## config.mk

```make
export PLATFORM = sky130hd
export DESIGN_NAME = v3alu_sqrt
export DESIGN_NICKNAME = d
export VERILOG_FILES = /design/src/rtl/v3alu_pkg.sv /design/src/rtl/v3alu_sqrt.sv
export SDC_FILE = /design/constraint.sdc
export NUM_CORES = 2
export LEC_CHECK = 0
export BUFFER_PORTS_ARGS = -buffer_cell sky130_fd_sc_hd__buf_2
export CORE_MARGIN = 2
export CORE_UTILIZATION = 63
export DETAILED_ROUTE_END_ITERATION = 7
export HOLD_SLACK_MARGIN = 0.05
export PLACE_DENSITY = 0.8
export SLEW_MARGIN = 20
export SYNTH_ARGS = -nofsm -noshare
export SYNTH_HDL_FRONTEND = slang
export SYNTH_MEMORY_MAX_BITS = 65536
export SYNTH_SLANG_ARGS = --single-unit
```

## constraint.sdc

```tcl
create_clock -name clk -period 4.18 [get_ports clk]
set_input_delay 0.627 -clock clk [delete_from_list [all_inputs] [get_ports clk]]
set_output_delay 0.627 -clock clk [all_outputs]
set_load 0.02 [all_outputs]
```

## src/rtl/v3alu_pkg.sv

```systemverilog
package v3alu_pkg;

  typedef enum logic [2:0] {
    K_ADD   = 3'd0,
    K_SUB   = 3'd1,
    K_SCALE = 3'd2,
    K_MUL   = 3'd3,
    K_DOT   = 3'd4,
    K_CROSS = 3'd5,
    K_LEN   = 3'd6,
    K_NORM  = 3'd7
  } kind_t;

  typedef logic signed [31:0] q_t;

  localparam logic [31:0] Q_MAX = 32'h7fff_ffff;
  localparam logic [31:0] Q_MIN = 32'h8000_0000;

  // Sideband that travels alongside the arithmetic through every stage.
  typedef struct packed {
    kind_t       kind;
    logic [31:0] ax;
    logic [31:0] ay;
    logic [31:0] az;
    logic [31:0] rx;
    logic [31:0] ry;
    logic [31:0] rz;
    logic [31:0] sc;
    logic        flag;
    logic [31:0] len;
  } side_t;

  // Rounds an exact Q32.32 value to Q16.16, ties towards plus infinity,
  // then clamps to 32 bits. The top bit of the result is the clamp flag.
  function automatic logic [32:0] rnd_sat(input logic signed [65:0] v);
    logic signed [66:0] t;
    logic signed [50:0] h;
    logic [32:0]        res;
    t = 67'(v) + 67'sd32768;
    h = t[66:16];
    if (h > 51'sd2147483647) begin
      res = {1'b1, Q_MAX};
    end else if (h < -51'sd2147483648) begin
      res = {1'b1, Q_MIN};
    end else begin
      res = {1'b0, h[31:0]};
    end
    return res;
  endfunction

  function automatic logic [32:0] sat33(input logic signed [32:0] v);
    logic [32:0] res;
    if (v > 33'sd2147483647) begin
      res = {1'b1, Q_MAX};
    end else if (v < -33'sd2147483648) begin
      res = {1'b1, Q_MIN};
    end else begin
      res = {1'b0, v[31:0]};
    end
    return res;
  endfunction

endpackage

```

## src/rtl/v3alu_sqrt.sv

```systemverilog
module v3alu_sqrt
  import v3alu_pkg::*;
(
  input  logic        clk,
  input  logic [31:0] en,
  input  logic [63:0] s,
  output logic [31:0] root,
  output logic [33:0] rem
);

  logic [33:0] rem_r  [32];
  logic [31:0] root_r [32];
  logic [63:0] sh_r   [32];
  logic [33:0] rem_in [32];
  logic [31:0] root_in[32];
  logic [63:0] sh_in  [32];

  // One result bit per stage, two radicand bits consumed per stage.
  for (genvar j = 0; j < 32; j++) begin : g_step
    logic [35:0] cur, trial, diff;
    logic        ge;

    if (j == 0) begin : g_first
      assign rem_in[j]  = '0;
      assign root_in[j] = '0;
      assign sh_in[j]   = s;
    end else begin : g_next
      assign rem_in[j]  = rem_r[j-1];
      assign root_in[j] = root_r[j-1];
      assign sh_in[j]   = sh_r[j-1];
    end

    assign cur   = {rem_in[j], sh_in[j][63:62]};
    assign trial = {2'b00, root_in[j], 2'b01};
    assign ge    = (cur >= trial);
    assign diff  = cur - trial;

    always_ff @(posedge clk) begin
      if (en[j]) begin
        rem_r[j]  <= ge ? diff[33:0] : cur[33:0];
        root_r[j] <= {root_in[j][30:0], ge};
        sh_r[j]   <= {sh_in[j][61:0], 2'b00};
      end
    end
  end

  assign root = root_r[31];
  assign rem  = rem_r[31];

endmodule

```

---- After elaboration in Yosys (flattened, before gate mapping) ----
Memories as Yosys holds them, arrays and structs flattened.
Cells that the tools add are included.
storage, ports and cells
  register bits ........................... 0
  output and inout port bits .............. 66
  memory bits (writable) .................. 4096
  word-level logic and storage cells ...... 163
  memories kept ........................... 3
operators by class
  magnitude comparators ................... 32
  add/subtract/negate cells ............... 32
  muxes and demuxes ....................... 96
memories
  name    words  width  read ports  clocked after Yosys merged registers in  write ports  line              text
  sh_r    32     62     31          0                                        32           v3alu_sqrt.sv:13  logic [63:0] sh_r [32];
  rem_r   32     34     32          0                                        32           v3alu_sqrt.sv:11  logic [33:0] rem_r [32];
  root_r  32     32     32          0                                        32           v3alu_sqrt.sv:12  logic [31:0] root_r [32];
operators by type and width
  cell                                                 count
  >= comparator 36 x 34 -> 1 bit                       31
  two-way mux 34 bit                                   32
  subtractor 34 bit                                    31
  two-way mux 1 bit                                    64
  subtractor 2 x 1 -> 3 bit, second input constant     1
  >= comparator 2 x 1 -> 1 bit, second input constant  1

---- Depth between registers and ports, before layout ----
An unclocked memory read counts as a cell.
  depth in word-level cells ............... 3
  mapped depth ............................ 15
  depth with buffers taken out ............ 13

---- Least setup slack after synthesis ----
Ideal clock, no wire load.
  kind .................................... reg2reg
  start ................................... memory rem_r[29][0] (netlist: rem_r[1][442])
  end ..................................... memory rem_r[30][29] (netlist: rem_r[1][505]), data pin
  setup slack ............................. 946 ps
  data required time ...................... 3920 ps
  clock period less this slack ............ 3234 ps
  data arrival time ....................... 2974 ps
  stages on the path, launching flop included .. 13
  cell sequence ........................... edfxtp_1 > ha_1 > nor2b_1 > o31a_1 > or4_4 > a31oi_4 > o31ai_2 > a21oi_4 > nor4_1 > or3_1 > buf_2 > buf_6 > mux2_2
RTL lines
  what         line
  from (decl)  v3alu_sqrt.sv:11

==> metrics <==
HP Class=primary input to flop; Nets=10.4k; layout cells sized above 1=8.68%; Arr. time, crit path=4.73 ns; ys flop type=edfxtp_1; core area=188000 µm²; final antenna-violating net count=0; # port buffers=162; Max-Cap Viols=0; RePlAce Congestion=0.944; Syn Std Cell Area=119000 µm²; DIE AREA=193000 µm²; crit path time final=4.11 ns; Die W=439 µm; Leakage Power=51.8 nW; DRT Pass-1 Iters=6; crit path max fanout=7; Yosys top cell by area=edfxtp_1; Final Skew=0.0610 ns; total wire length=276000 µm; Synth area leaders=edfxtp_1, ha_1, xnor2_1; Async S/R FF share, synth=0%; cell area power density=569 nW/µm²; IO Count=163; # Post-CTS Setup Buffers=0; clock-pin slew on the worst setup and hold paths=0.08 ns; unrepaired setup endpoints after global routing=no; Synth top area share=64.3%; Die Height=439 µm; Yosys reg bits=2557; Total GRT Usage=28.3%; setup_tns=0 ns; Slew @ Worst Pin=1.04 ns; Syn Inst Count=9279; Initial Util=63.5%; top-count cell post-synth=edfxtp_1; Cell Rows=159; Clock Tree Root=clkbuf_16; drt wl/cell=22.2 µm; drt via density=6.04; CTS Buf Count=277; DP HPWL=191000 µm; initial antenna violation count=3; Mapped Nets=9940; Max VDD drop=0.606 mV; Clock Sinks=2557; first-pass GRT wire length=424000 µm; final worst-path cycle share=98.4%; vias in the first global route=74.2k; fin. max-slew vios=0; worst-skew pair later-pin latency=0.94 ns; CTS tree=done; kind of end point of the critical path=flop; Yosys cell types=97; clock tree buffer depth=4; Vias=75.1k; Critical Path RT=4.80 ns; Syn-to-layout area delta=11.7%; Critical Path Start Type=flop; H-tree Lvls=5; kind of critical path=flop to flop; yosys warns=0; fin util=70.9%; initial drt markers=7424; part of the Yosys area used for sequential elements=64.3%; Syn Area/Cell=12.9 µm²; GR Overflow Total=0; run status=completed; Post-synth EDFFs=2557; Rel. slew slack=30.5%; endpoints failing setup=0; DRC violation count after routing=0; fmax=0.243 GHz; Post-synth top cells=edfxtp_1, inv_1, a21oi_1; fill cell count=12.5k; largest net degree at the start of global routing=77; final hold vios=0
## repair_timing
| action | 4_1_cts | 5_1_grt |
|---|---|---|
| hold endpoints to repair | 70 | 0 |
| gates resized for setup | 0 | 1 |
| hold buffers | 66 | 0 |
| setup endpoints to repair | 0 | 1 |
## final timing paths
check	startpoint	end	slack [ns]	depth (start not counted)
worst max-delay path	root_r[0][288]	rem_r[0][368]	0.07	12
worst min-delay path	en[3]	sh_r[0][228]	0.17	1
worst max register to register	root_r[0][288]	rem_r[0][368]	0.07	12
worst min register to register	sh_r[0][302]	sh_r[0][366]	0.38	0
## cell usage in the layout (no fill, tap or decap), types with 66 or more instances in the layout
| master | instances |
|---|---|
| nand2_1 | 609 |
| nor4_1 | 112 |
| nor2b_1 | 76 |
| nor3_1 | 219 |
| edfxtp_1 | 2557 |
| nand3_1 | 136 |
| xor2_1 | 436 |
| buf_4 | 136 |
| nand2b_1 | 118 |
| o21ai_0 | 457 |
| dlygate4sd3_1 | 66 |
| a21o_1 | 257 |
| xnor2_1 | 436 |
| clkbuf_16 | 286 |
| o21a_1 | 94 |
| mux2_2 | 81 |
| or3_1 | 103 |
| ha_1 | 564 |
| nor2_1 | 598 |
| a21oi_1 | 630 |
| inv_1 | 742 |
| nand4_1 | 99 |
| buf_2 | 139 |
## state kept, by name, indices dropped and copies added (netlist names)
register and cells:
rem_r 1037, root_r 528, sh_r 992
## cell families after synthesis
family	Yosys count	share of synthesized area, %
and+or+nand+nor	2364	9.77
xor gates and xnor gates	872	6.39
other	1	0.00314
adders and majority gates	564	5.91
muxes	89	0.830
AOI/OAI and AO/OA	1906	9.90
buffers and inverters	926	2.94
DFF	2557	64.3
## power by group
part	leakage [nW]	total, mW	switching (mW)	internal [mW]
clock	4.32	24.3	9.89	14.4
sequential	24.6	35.2	2.57	32.7
combinational	22.9	16.4	9.55	6.81
## per-layer routing
layer | vias to the layer above | track usage [%] | part of all wire [%]
met2 | 2837 | 49.5 | 51
met1 | 36400 | 36.3 | 40
met4 | 2 | 10.5 | 3.9
met3 | 705 | 3.57 | 5.4
li1 | 35100 | - | -
met5 | - | 0 | 0.0029
## worst max-delay path: stages (launching register included)
cell      delay, ns
edfxtp_1       0.44
inv_1          0.08
ha_1           0.37
nor2b_1        0.19
o21ai_0        0.31
a21oi_1        0.22
o21ai_0        0.49
a21oi_1        0.26
a21oi_2        0.39
nand4_1        0.21
or4_1          0.51
nor3_1         0.21
xor2_1         0.11
## metrics by stage
step | setup slack (ns) | power, mW | hold slack, ns | instance area, µm² | cells
after CTS | 0.299 | 76.1 | 0.118 | 133000 | 12400
after global placement | 0.533 | 51.3 | 0.401 | 124000 | 11900
final | 0.0686 | 75.9 | 0.167 | 133000 | 12400
after detailed placement | 0.447 | 51.6 | 0.405 | 124000 | 11900
after global routing | 0.0860 | 79.1 | 0.141 | 133000 | 12400
after floorplan | 0.946 | 46.2 | 0.400 | 119000 | 9279
## area by class of cell
| type | instances | area, µm² | area share (%) |
|---|---|---|---|
| flip-flops and latches | 2557 | 76800 | 57.5 |
| multi-input cells | 5796 | 39300 | 29.4 |
| clock buffers | 323 | 7300 | 5.47 |
| well taps | 2495 | 3120 | 2.34 |
| inverters | 749 | 2810 | 2.11 |
| repair buffers | 349 | 2540 | 1.90 |
| clock inverters | 151 | 1590 | 1.19 |
| diodes | 1 | 2.50 | 0.00188 |
No activity file was read; power rests on OpenSTA's default activity.
