### src/rtl/v3alu_pkg.sv
package v3alu_pkg;

  typedef enum logic [2:0] {
    K_ADD   = 3'd0,
    K_SUB   = 3'd1,
    K_SCALE = 3'd2,
    K_MUL   = 3'd3,
    K_DOT   = 3'd4,
    K_CROSS = 3'd5,
    K_LEN   = 3'd6,
    K_NORM  = 3'd7
  } kind_t;

  typedef logic signed [31:0] q_t;

  localparam logic [31:0] Q_MAX = 32'h7fff_ffff;
  localparam logic [31:0] Q_MIN = 32'h8000_0000;

  // Sideband that travels alongside the arithmetic through every stage.
  typedef struct packed {
    kind_t       kind;
    logic [31:0] ax;
    logic [31:0] ay;
    logic [31:0] az;
    logic [31:0] rx;
    logic [31:0] ry;
    logic [31:0] rz;
    logic [31:0] sc;
    logic        flag;
    logic [31:0] len;
  } side_t;

  // Rounds an exact Q32.32 value to Q16.16, ties towards plus infinity,
  // then clamps to 32 bits. The top bit of the result is the clamp flag.
  function automatic logic [32:0] rnd_sat(input logic signed [65:0] v);
    logic signed [66:0] t;
    logic signed [50:0] h;
    logic [32:0]        res;
    t = 67'(v) + 67'sd32768;
    h = t[66:16];
    if (h > 51'sd2147483647) begin
      res = {1'b1, Q_MAX};
    end else if (h < -51'sd2147483648) begin
      res = {1'b1, Q_MIN};
    end else begin
      res = {1'b0, h[31:0]};
    end
    return res;
  endfunction

  function automatic logic [32:0] sat33(input logic signed [32:0] v);
    logic [32:0] res;
    if (v > 33'sd2147483647) begin
      res = {1'b1, Q_MAX};
    end else if (v < -33'sd2147483648) begin
      res = {1'b1, Q_MIN};
    end else begin
      res = {1'b0, v[31:0]};
    end
    return res;
  endfunction

endpackage

### src/rtl/v3alu_div.sv
module v3alu_div
  import v3alu_pkg::*;
(
  input  logic        clk,
  input  logic [17:0] en,
  input  logic [31:0] m,
  input  logic [31:0] len,
  output logic [16:0] q
);

  logic [31:0] rem_r [18];
  logic [16:0] nl_r  [18];
  logic [16:0] q_r   [18];
  logic [31:0] d_r   [18];
  logic [47:0] n_nxt;

  // Prep stage: numerator with the half-divisor rounding term added.
  assign n_nxt = {m, 16'h0000} + {17'h0, len[31:1]};

  always_ff @(posedge clk) begin
    if (en[0]) begin
      rem_r[0] <= {1'b0, n_nxt[47:17]};
      nl_r[0]  <= n_nxt[16:0];
      q_r[0]   <= '0;
      d_r[0]   <= len;
    end
  end

  // Restoring division, one quotient bit per stage.
  for (genvar k = 1; k < 18; k++) begin : g_step
    logic [32:0] cur, diff;
    logic        ge;

    assign cur  = {rem_r[k-1], nl_r[k-1][16]};
    assign ge   = (cur >= {1'b0, d_r[k-1]});
    assign diff = cur - {1'b0, d_r[k-1]};

    always_ff @(posedge clk) begin
      if (en[k]) begin
        rem_r[k] <= ge ? diff[31:0] : cur[31:0];
        nl_r[k]  <= {nl_r[k-1][15:0], 1'b0};
        q_r[k]   <= {q_r[k-1][15:0], ge};
        d_r[k]   <= d_r[k-1];
      end
    end
  end

  assign q = q_r[17];

endmodule

### config.mk
export PLATFORM = sky130hd
export DESIGN_NAME = v3alu_div
export DESIGN_NICKNAME = d
export VERILOG_FILES = /design/src/rtl/v3alu_pkg.sv /design/src/rtl/v3alu_div.sv
export SDC_FILE = /design/constraint.sdc
export NUM_CORES = 2
export LEC_CHECK = 0
export ABC_AREA = 1
export BUFFER_PORTS_ARGS = -buffer_cell sky130_fd_sc_hd__clkbuf_2
export CORE_MARGIN = 5
export CORE_UTILIZATION = 60
export DETAILED_ROUTE_END_ITERATION = 16
export PLACE_DENSITY = 0.76
export REMOVE_ABC_BUFFERS = 1
export SLEW_MARGIN = 20
export SYNTH_ARGS = -nofsm -noshare
export SYNTH_HDL_FRONTEND = slang
export SYNTH_SLANG_ARGS = --single-unit
### constraint.sdc
create_clock -name clk -period 3.5 [get_ports clk]
set_input_delay 0.175 -clock clk [delete_from_list [all_inputs] [get_ports clk]]
set_output_delay 0.175 -clock clk [all_outputs]
set_load 0.005 [all_outputs]
=== Word level (Yosys, flattened, before mapping) ===
Memories as Yosys holds them, arrays and structs flattened.
Index checks and enable logic that the tools add are counted.

* Reduce and logical (&&, ||, !) cells: 0
* Bitwise logic cells: 0
* Mux-type cells: 53
* Add/subtract/negate cells: 18
* $lt $le $gt $ge: 17
* Multipliers: 0
* Equality and inequality tests: 0
* Shift operators: 0
* Div/mod/pow operators: 0

{| class="wikitable"
|+ Operators by type and width
! cell !! number
|-
| 33-bit by 32-bit greater-or-equal comparator with 1-bit output || 17
|-
| 32-bit 2-to-1 mux || 17
|-
| 32-bit subtractor || 17
|-
| 48-bit by 31-bit adder with 48-bit output || 1
|-
| 1-bit 2-to-1 mux || 36
|}

* Output and inout port bits: 17
* Memory bits (read-only): 0
* Bits in latches: 0
* Input port bits: 83
* Memories kept: 4
* Register bits: 0
* RAM bits: 1764

{| class="wikitable"
|+ Memory list
! name !! depth !! width !! read ports !! clocked after memory_dff !! wr ports !! line !! RTL
|-
| d_r || 18 || 32 || 17 || 0 || 18 || v3alu_div.sv:14 || <nowiki>logic [31:0] d_r [18];</nowiki>
|-
| rem_r || 18 || 32 || 17 || 0 || 18 || v3alu_div.sv:11 || <nowiki>logic [31:0] rem_r [18];</nowiki>
|-
| nl_r || 18 || 17 || 17 || 0 || 18 || v3alu_div.sv:12 || <nowiki>logic [16:0] nl_r [18];</nowiki>
|-
| q_r || 18 || 17 || 18 || 0 || 18 || v3alu_div.sv:13 || <nowiki>logic [16:0] q_r [18];</nowiki>
|}

=== Logic depth before layout (Yosys ltp) ===
* Depth in word-level cells: 2
* Depth in mapped cells: 16
* Depth with buffers taken out: 15

=== Worst setup path after synthesis ===
Ideal clock, no wire load.

* Path kind: reg-to-reg
* Start: memory rem_r[0][27]
* End: memory rem_r[1][14], data pin
* Buffers on the path: 1
* Arrival: 1.774 ns
* Cell stages (with the launch flop): 13
* Slack: 1.474 ns
* Required time: 3.248 ns
* Cells stage by stage: edfxtp_1 > ha_1 > nand2_2 > inv_1 > a21oi_2 > nor2_1 > nor2_1 > nand3_1 > nor2_4 > nand2_8 > buf_8 > nand2_1 > nand2_1

{| class="wikitable"
|+ RTL lines
! item !! line
|-
| start, declared || v3alu_div.sv:11
|}

==> report_table.html <==
<table>
<tr><th>Metric</th><th>Value</th></tr>
<tr><th colspan="2">Status</th></tr>
<tr><td>Outcome</td><td>finished, final reports clean</td></tr>
<tr><th colspan="2">Timing</th></tr>
<tr><td>Slew Viols, Final</td><td>0</td></tr>
<tr><td>Maximum clock skew at final layout</td><td>roughly 0.029 ns</td></tr>
<tr><td>Unrepaired setup endpoints after global routing</td><td>false</td></tr>
<tr><td>Achievable Freq</td><td>a little under 300 MHz</td></tr>
<tr><td>Final Critical Period</td><td>3.365 ns</td></tr>
<tr><td>Number of failing hold endpoints at the final stage</td><td>0</td></tr>
<tr><td>Setup violation total in the final timing report</td><td>0</td></tr>
<tr><td>Final critical-path share of the clock period</td><td>0.9615</td></tr>
<tr><td>Slew of the pin with the lowest slew margin</td><td>between 1 and 1.5 ns</td></tr>
<tr><td>Total negative slack for setup checks</td><td>0 ns</td></tr>
<tr><td>Relative slew margins</td><td>0.1985</td></tr>
<tr><th colspan="2">Power and ir drop</th></tr>
<tr><td>Worst-case vdd ir drop</td><td>slightly below 0.6 mV</td></tr>
<tr><td>Leak</td><td>~50 nW</td></tr>
<tr><td>Pwr dens</td><td>879.1 nW/um^2</td></tr>
<tr><th colspan="2">Critical path</th></tr>
<tr><td>Origin of the critical flop-to-flop path</td><td>d_r[4][28]</td></tr>
<tr><td>WS Path Type</td><td>reg -&gt; reg</td></tr>
<tr><td>Endpoint type of the worst setup path</td><td>flop</td></tr>
<tr><td>Reg2reg setup slack</td><td>roughly 0.13 ns</td></tr>
<tr><td>Reg2reg path depth</td><td>10</td></tr>
<tr><td>Startpoint types</td><td>flop</td></tr>
<tr><td>Critical Path Fanout Max</td><td>35</td></tr>
<tr><td>Required @ worst endpoint</td><td>3.93 ns</td></tr>
<tr><td>RR Endpoint</td><td>rem_r[5][28]</td></tr>
<tr><td>Launching instance or port of the critical path</td><td>d_r[4][28]</td></tr>
<tr><td>Arrival @ worst endpoint</td><td>around 3.8 ns</td></tr>
<tr><th colspan="2">Global routing</th></tr>
<tr><td>Pin count of the biggest net entering global routing</td><td>75</td></tr>
<tr><td>Overall overflow remaining after global route</td><td>0</td></tr>
<tr><td>First-pass GRT wire length</td><td>approximately 430 mm</td></tr>
<tr><td>Gr usage total</td><td>0.3608</td></tr>
<tr><td>Antenna violations before repair</td><td>16</td></tr>
<tr><td>Via count of the first global-routing pass</td><td>around 75000</td></tr>
<tr><th colspan="2">Detailed routing</th></tr>
<tr><td>Via density per instance</td><td>5.481</td></tr>
<tr><td>Number of DRC markers in iteration 0</td><td>a little over 8000</td></tr>
<tr><td>Overall routed net length</td><td>between 200 and 300 mm</td></tr>
<tr><td>DR WL/cell</td><td>19.99 microns</td></tr>
<tr><td>DRT antenna net count</td><td>0</td></tr>
<tr><td>Number of remaining DRC errors</td><td>0</td></tr>
<tr><td>DR pass1 iterations</td><td>7</td></tr>
<tr><td>Via count</td><td>around 80000</td></tr>
<tr><th colspan="2">Synth</th></tr>
<tr><td>Sequential-to-total area share from yosys stat</td><td>0.4190</td></tr>
<tr><td>Synth warn</td><td>0</td></tr>
<tr><td>Post-synthesis register bit count</td><td>around 1200</td></tr>
<tr><td>Mean cell area of the mapped netlist</td><td>7.349 sq um</td></tr>
<tr><td>Syn Inst Count</td><td>12100</td></tr>
<tr><td>Count of flip-flops with a built-in enable after synthesis</td><td>between 1000 and 1500</td></tr>
<tr><td>Flip-flop cell with the highest count after synthesis</td><td>sky130_fd_sc_hd__edfxtp_1</td></tr>
<tr><td>Netlist area before placement</td><td>between 80000 and 90000 sq um</td></tr>
<tr><td>Async set or reset register ratio after synthesis</td><td>0</td></tr>
<tr><td>Number of distinct library cells after synthesis</td><td>41</td></tr>
<tr><th colspan="2">Die</th></tr>
<tr><td>Height of the die</td><td>~400 microns</td></tr>
<tr><td>Number of I/O pins</td><td>100</td></tr>
<tr><td>Effective utilization at floorplan</td><td>0.6030</td></tr>
<tr><td>Floorplan Core Area</td><td>147500 sq um</td></tr>
<tr><td>Die W</td><td>just under 400 microns</td></tr>
<tr><td>Area of the die</td><td>approximately 160000 sq um</td></tr>
<tr><td>Rows</td><td>between 100 and 150</td></tr>
<tr><th colspan="2">CTS</th></tr>
<tr><td>TritonCTS clock tree</td><td>done</td></tr>
<tr><td>Buffer cell driving the clock tree root</td><td>sky130_fd_sc_hd__clkbuf_16</td></tr>
<tr><td>Postcts setup bufs</td><td>0</td></tr>
<tr><td>Maximum level of the CTS H-tree</td><td>4</td></tr>
<tr><td>Clk sinks</td><td>~1200</td></tr>
<tr><td>Number of buffers on the longest clock path</td><td>3</td></tr>
<tr><td>Number of buffers inserted during clock tree synthesis</td><td>approximately 140</td></tr>
<tr><td>Clock-pin slew on the worst setup and hold paths</td><td>about 0.06 ns</td></tr>
<tr><td>Clock Latency Late Sink</td><td>approximately 0.78 ns</td></tr>
<tr><th colspan="2">Layout</th></tr>
<tr><td>Most frequent cells in the layout</td><td>sky130_fd_sc_hd__nand2_1, sky130_fd_sc_hd__inv_1, sky130_fd_sc_hd__edfxtp_1, sky130_fd_sc_hd__nand3_1, sky130_fd_sc_hd__nor2_1</td></tr>
<tr><td>Fraction of layout instances using a drive strength above 1</td><td>0.05106</td></tr>
<tr><td>Synth-to-Final Area Change</td><td>8.513%</td></tr>
<tr><td>Most common cell after layout, fill and taps aside</td><td>sky130_fd_sc_hd__nand2_1</td></tr>
<tr><td>Post-route insts no fill</td><td>roughly 14000</td></tr>
<tr><td>Net count reported at finish</td><td>between 10000 and 15000</td></tr>
<tr><th colspan="2">Place</th></tr>
<tr><td>Post-DP HPWL</td><td>~230 mm</td></tr>
<tr><td>Input/output buffers</td><td>just under 100</td></tr>
<tr><td>Total placed cells including tap cells</td><td>14050</td></tr>
<tr><td>Gp weighted congestion</td><td>1.034</td></tr>
<tr><th colspan="2">Min path</th></tr>
<tr><td>Hold Path Sink</td><td>d_r[0][29]</td></tr>
<tr><td>Hold Path Stages</td><td>1</td></tr>
<tr><td>Launch point of the worst hold path</td><td>en[0]</td></tr>
<tr><td>Path type of the worst min-delay path</td><td>in -&gt; reg</td></tr>
<tr><th colspan="2">Flow run</th></tr>
<tr><td>Max Cap Violations</td><td>0</td></tr>
</table>
## cell usage after synthesis, types with 3 or more instances
library cell / count / share of area
sky130_fd_sc_hd__nand2_1: 4648 / 0.20
sky130_fd_sc_hd__inv_1: 2511 / 0.11
sky130_fd_sc_hd__edfxtp_1: 1241 / 0.42
sky130_fd_sc_hd__nand3_1: 975 / 0.055
sky130_fd_sc_hd__nor2_1: 688 / 0.029
sky130_fd_sc_hd__ha_1: 559 / 0.079
sky130_fd_sc_hd__a21oi_1: 339 / 0.019
sky130_fd_sc_hd__xor2_1: 222 / 0.022
sky130_fd_sc_hd__nor3_1: 132 / 0.0074
sky130_fd_sc_hd__nand3b_1: 118 / 0.010
sky130_fd_sc_hd__buf_2: 91 / 0.0051
sky130_fd_sc_hd__and2_1: 77 / 0.0054
sky130_fd_sc_hd__nand2_2: 74 / 0.0052
sky130_fd_sc_hd__nand3_2: 73 / 0.0082
sky130_fd_sc_hd__nand4_1: 53 / 0.0037
sky130_fd_sc_hd__nor2_2: 48 / 0.0034
sky130_fd_sc_hd__o21ai_0: 46 / 0.0026
sky130_fd_sc_hd__buf_6: 40 / 0.0051
sky130_fd_sc_hd__xnor2_1: 26 / 0.0026
sky130_fd_sc_hd__nand2_4: 24 / 0.0030
sky130_fd_sc_hd__o21bai_1: 23 / 0.0019
sky130_fd_sc_hd__fa_1: 17 / 0.0038
sky130_fd_sc_hd__nor3_2: 12 / 0.0014
sky130_fd_sc_hd__inv_2: 9 / 0.00038
sky130_fd_sc_hd__or2_2: 9 / 0.00063
sky130_fd_sc_hd__buf_8: 7 / 0.0012
sky130_fd_sc_hd__a21o_1: 5 / 0.00042
sky130_fd_sc_hd__buf_4: 5 / 0.00042
sky130_fd_sc_hd__nor2_4: 4 / 0.00051
sky130_fd_sc_hd__nor3b_1: 4 / 0.00034
sky130_fd_sc_hd__nor4_1: 4 / 0.00028
sky130_fd_sc_hd__nand2_8: 3 / 0.00068
sky130_fd_sc_hd__nand3b_2: 3 / 0.00038
sky130_fd_sc_hd__o21ai_1: 3 / 0.00017
## cell families (layout without fill, tap and decap cells)
kind of cell | Yosys count | count (layout) | share of synthesized area
AND/OR/NAND/NOR | 6951 | 6951 | 0.3309
adder cells (fa/ha/maj) | 576 | 576 | 0.08247
flip-flops | 1241 | 1241 | 0.4190
AO/OA/AOI/OAI | 420 | 420 | 0.02454
other | 0 | 5 | 0
XOR/XNOR | 248 | 248 | 0.02442
buffers and inverters | 2666 | 3001 | 0.1186
## power breakdown
group	switching [mW]	internal [mW]
clock network	6.31	8.40
logic	30.9	14.0
registers	3.24	22.0
total	40.5	44.4
## state kept, by name (all words and copies together), names as in the netlist
| register | flops |
|---|---|
| nl_r | 1 |
| rem_r | 543 |
| q_r | 153 |
| d_r | 544 |
## layer usage
layer  wire length [microns]  GRT usage  vias up
met5                      41          0        -
met4                   20140     0.2128        6
met3                   23170    0.05620      875
met2                  131100     0.5875     3774
met1                  112800     0.4577    35920
li1                        -          -    38200
## per-stage QoR
stage / power, mW / setup WS, ns / utilization / hold slack, ns / cell area [sq um]
floorplan: 54.36 / 0.8133 / - / 0.2739 / 87840
global placement: 68.43 / 0.1916 / 0.6190 / 0.3524 / 91290
detailed placement: 69.02 / 0.1382 / 0.6190 / 0.3543 / 91290
CTS: 84.04 / 0.1479 / 0.6542 / 0.004258 / 96480
global route: 90.87 / 0.007935 / 0.6543 / 0.03227 / 96490
finish: 84.84 / 0.1348 / 0.6543 / 0.05045 / 96510
## worst max path at each step
stage	end	slack (ns)	depth (start not counted)
final	rem_r[5][28]	0.13	10
after global routing	rem_r[12][22]	0.008	11
after CTS	rem_r[9][1]	0.15	9
after detailed placement	rem_r[9][30]	0.14	9
after global placement	rem_r[9][0]	0.19	11
after floorplan	rem_r[10][0]	0.81	9
## critical path, stage by stage, from the launching register on
cell and delay (ns):
sky130_fd_sc_hd__edfxtp_1 0.48, sky130_fd_sc_hd__inv_1 0.10, sky130_fd_sc_hd__ha_1 0.35, sky130_fd_sc_hd__a21oi_1 0.26, sky130_fd_sc_hd__o21ai_1 0.14, sky130_fd_sc_hd__a21oi_1 0.18
sky130_fd_sc_hd__nand2_1 0.08, sky130_fd_sc_hd__nor2_2 0.53, sky130_fd_sc_hd__nand2_4 0.48, sky130_fd_sc_hd__nand3_1 0.18, sky130_fd_sc_hd__nand2_1 0.24
## layout make-up
class | count | area, sq um
timing repair buffer | 232 | 1707
tap | 1930 | 2415
fill | 12910 | 50980
clock inverter | 93 | 1020
inverter | 2520 | 9459
clock buffer | 156 | 3500
antenna | 5 | 12.51
sequential | 1241 | 37270
multi-input combinational | 8195 | 41130
## repair_timing
item,CTS,global route
gates resized for setup,0,1
setup endpoints to repair,0,1
hold buffers,67,0
hold endpoints to repair,222,0
No activity file was read; power rests on OpenSTA's default activity.
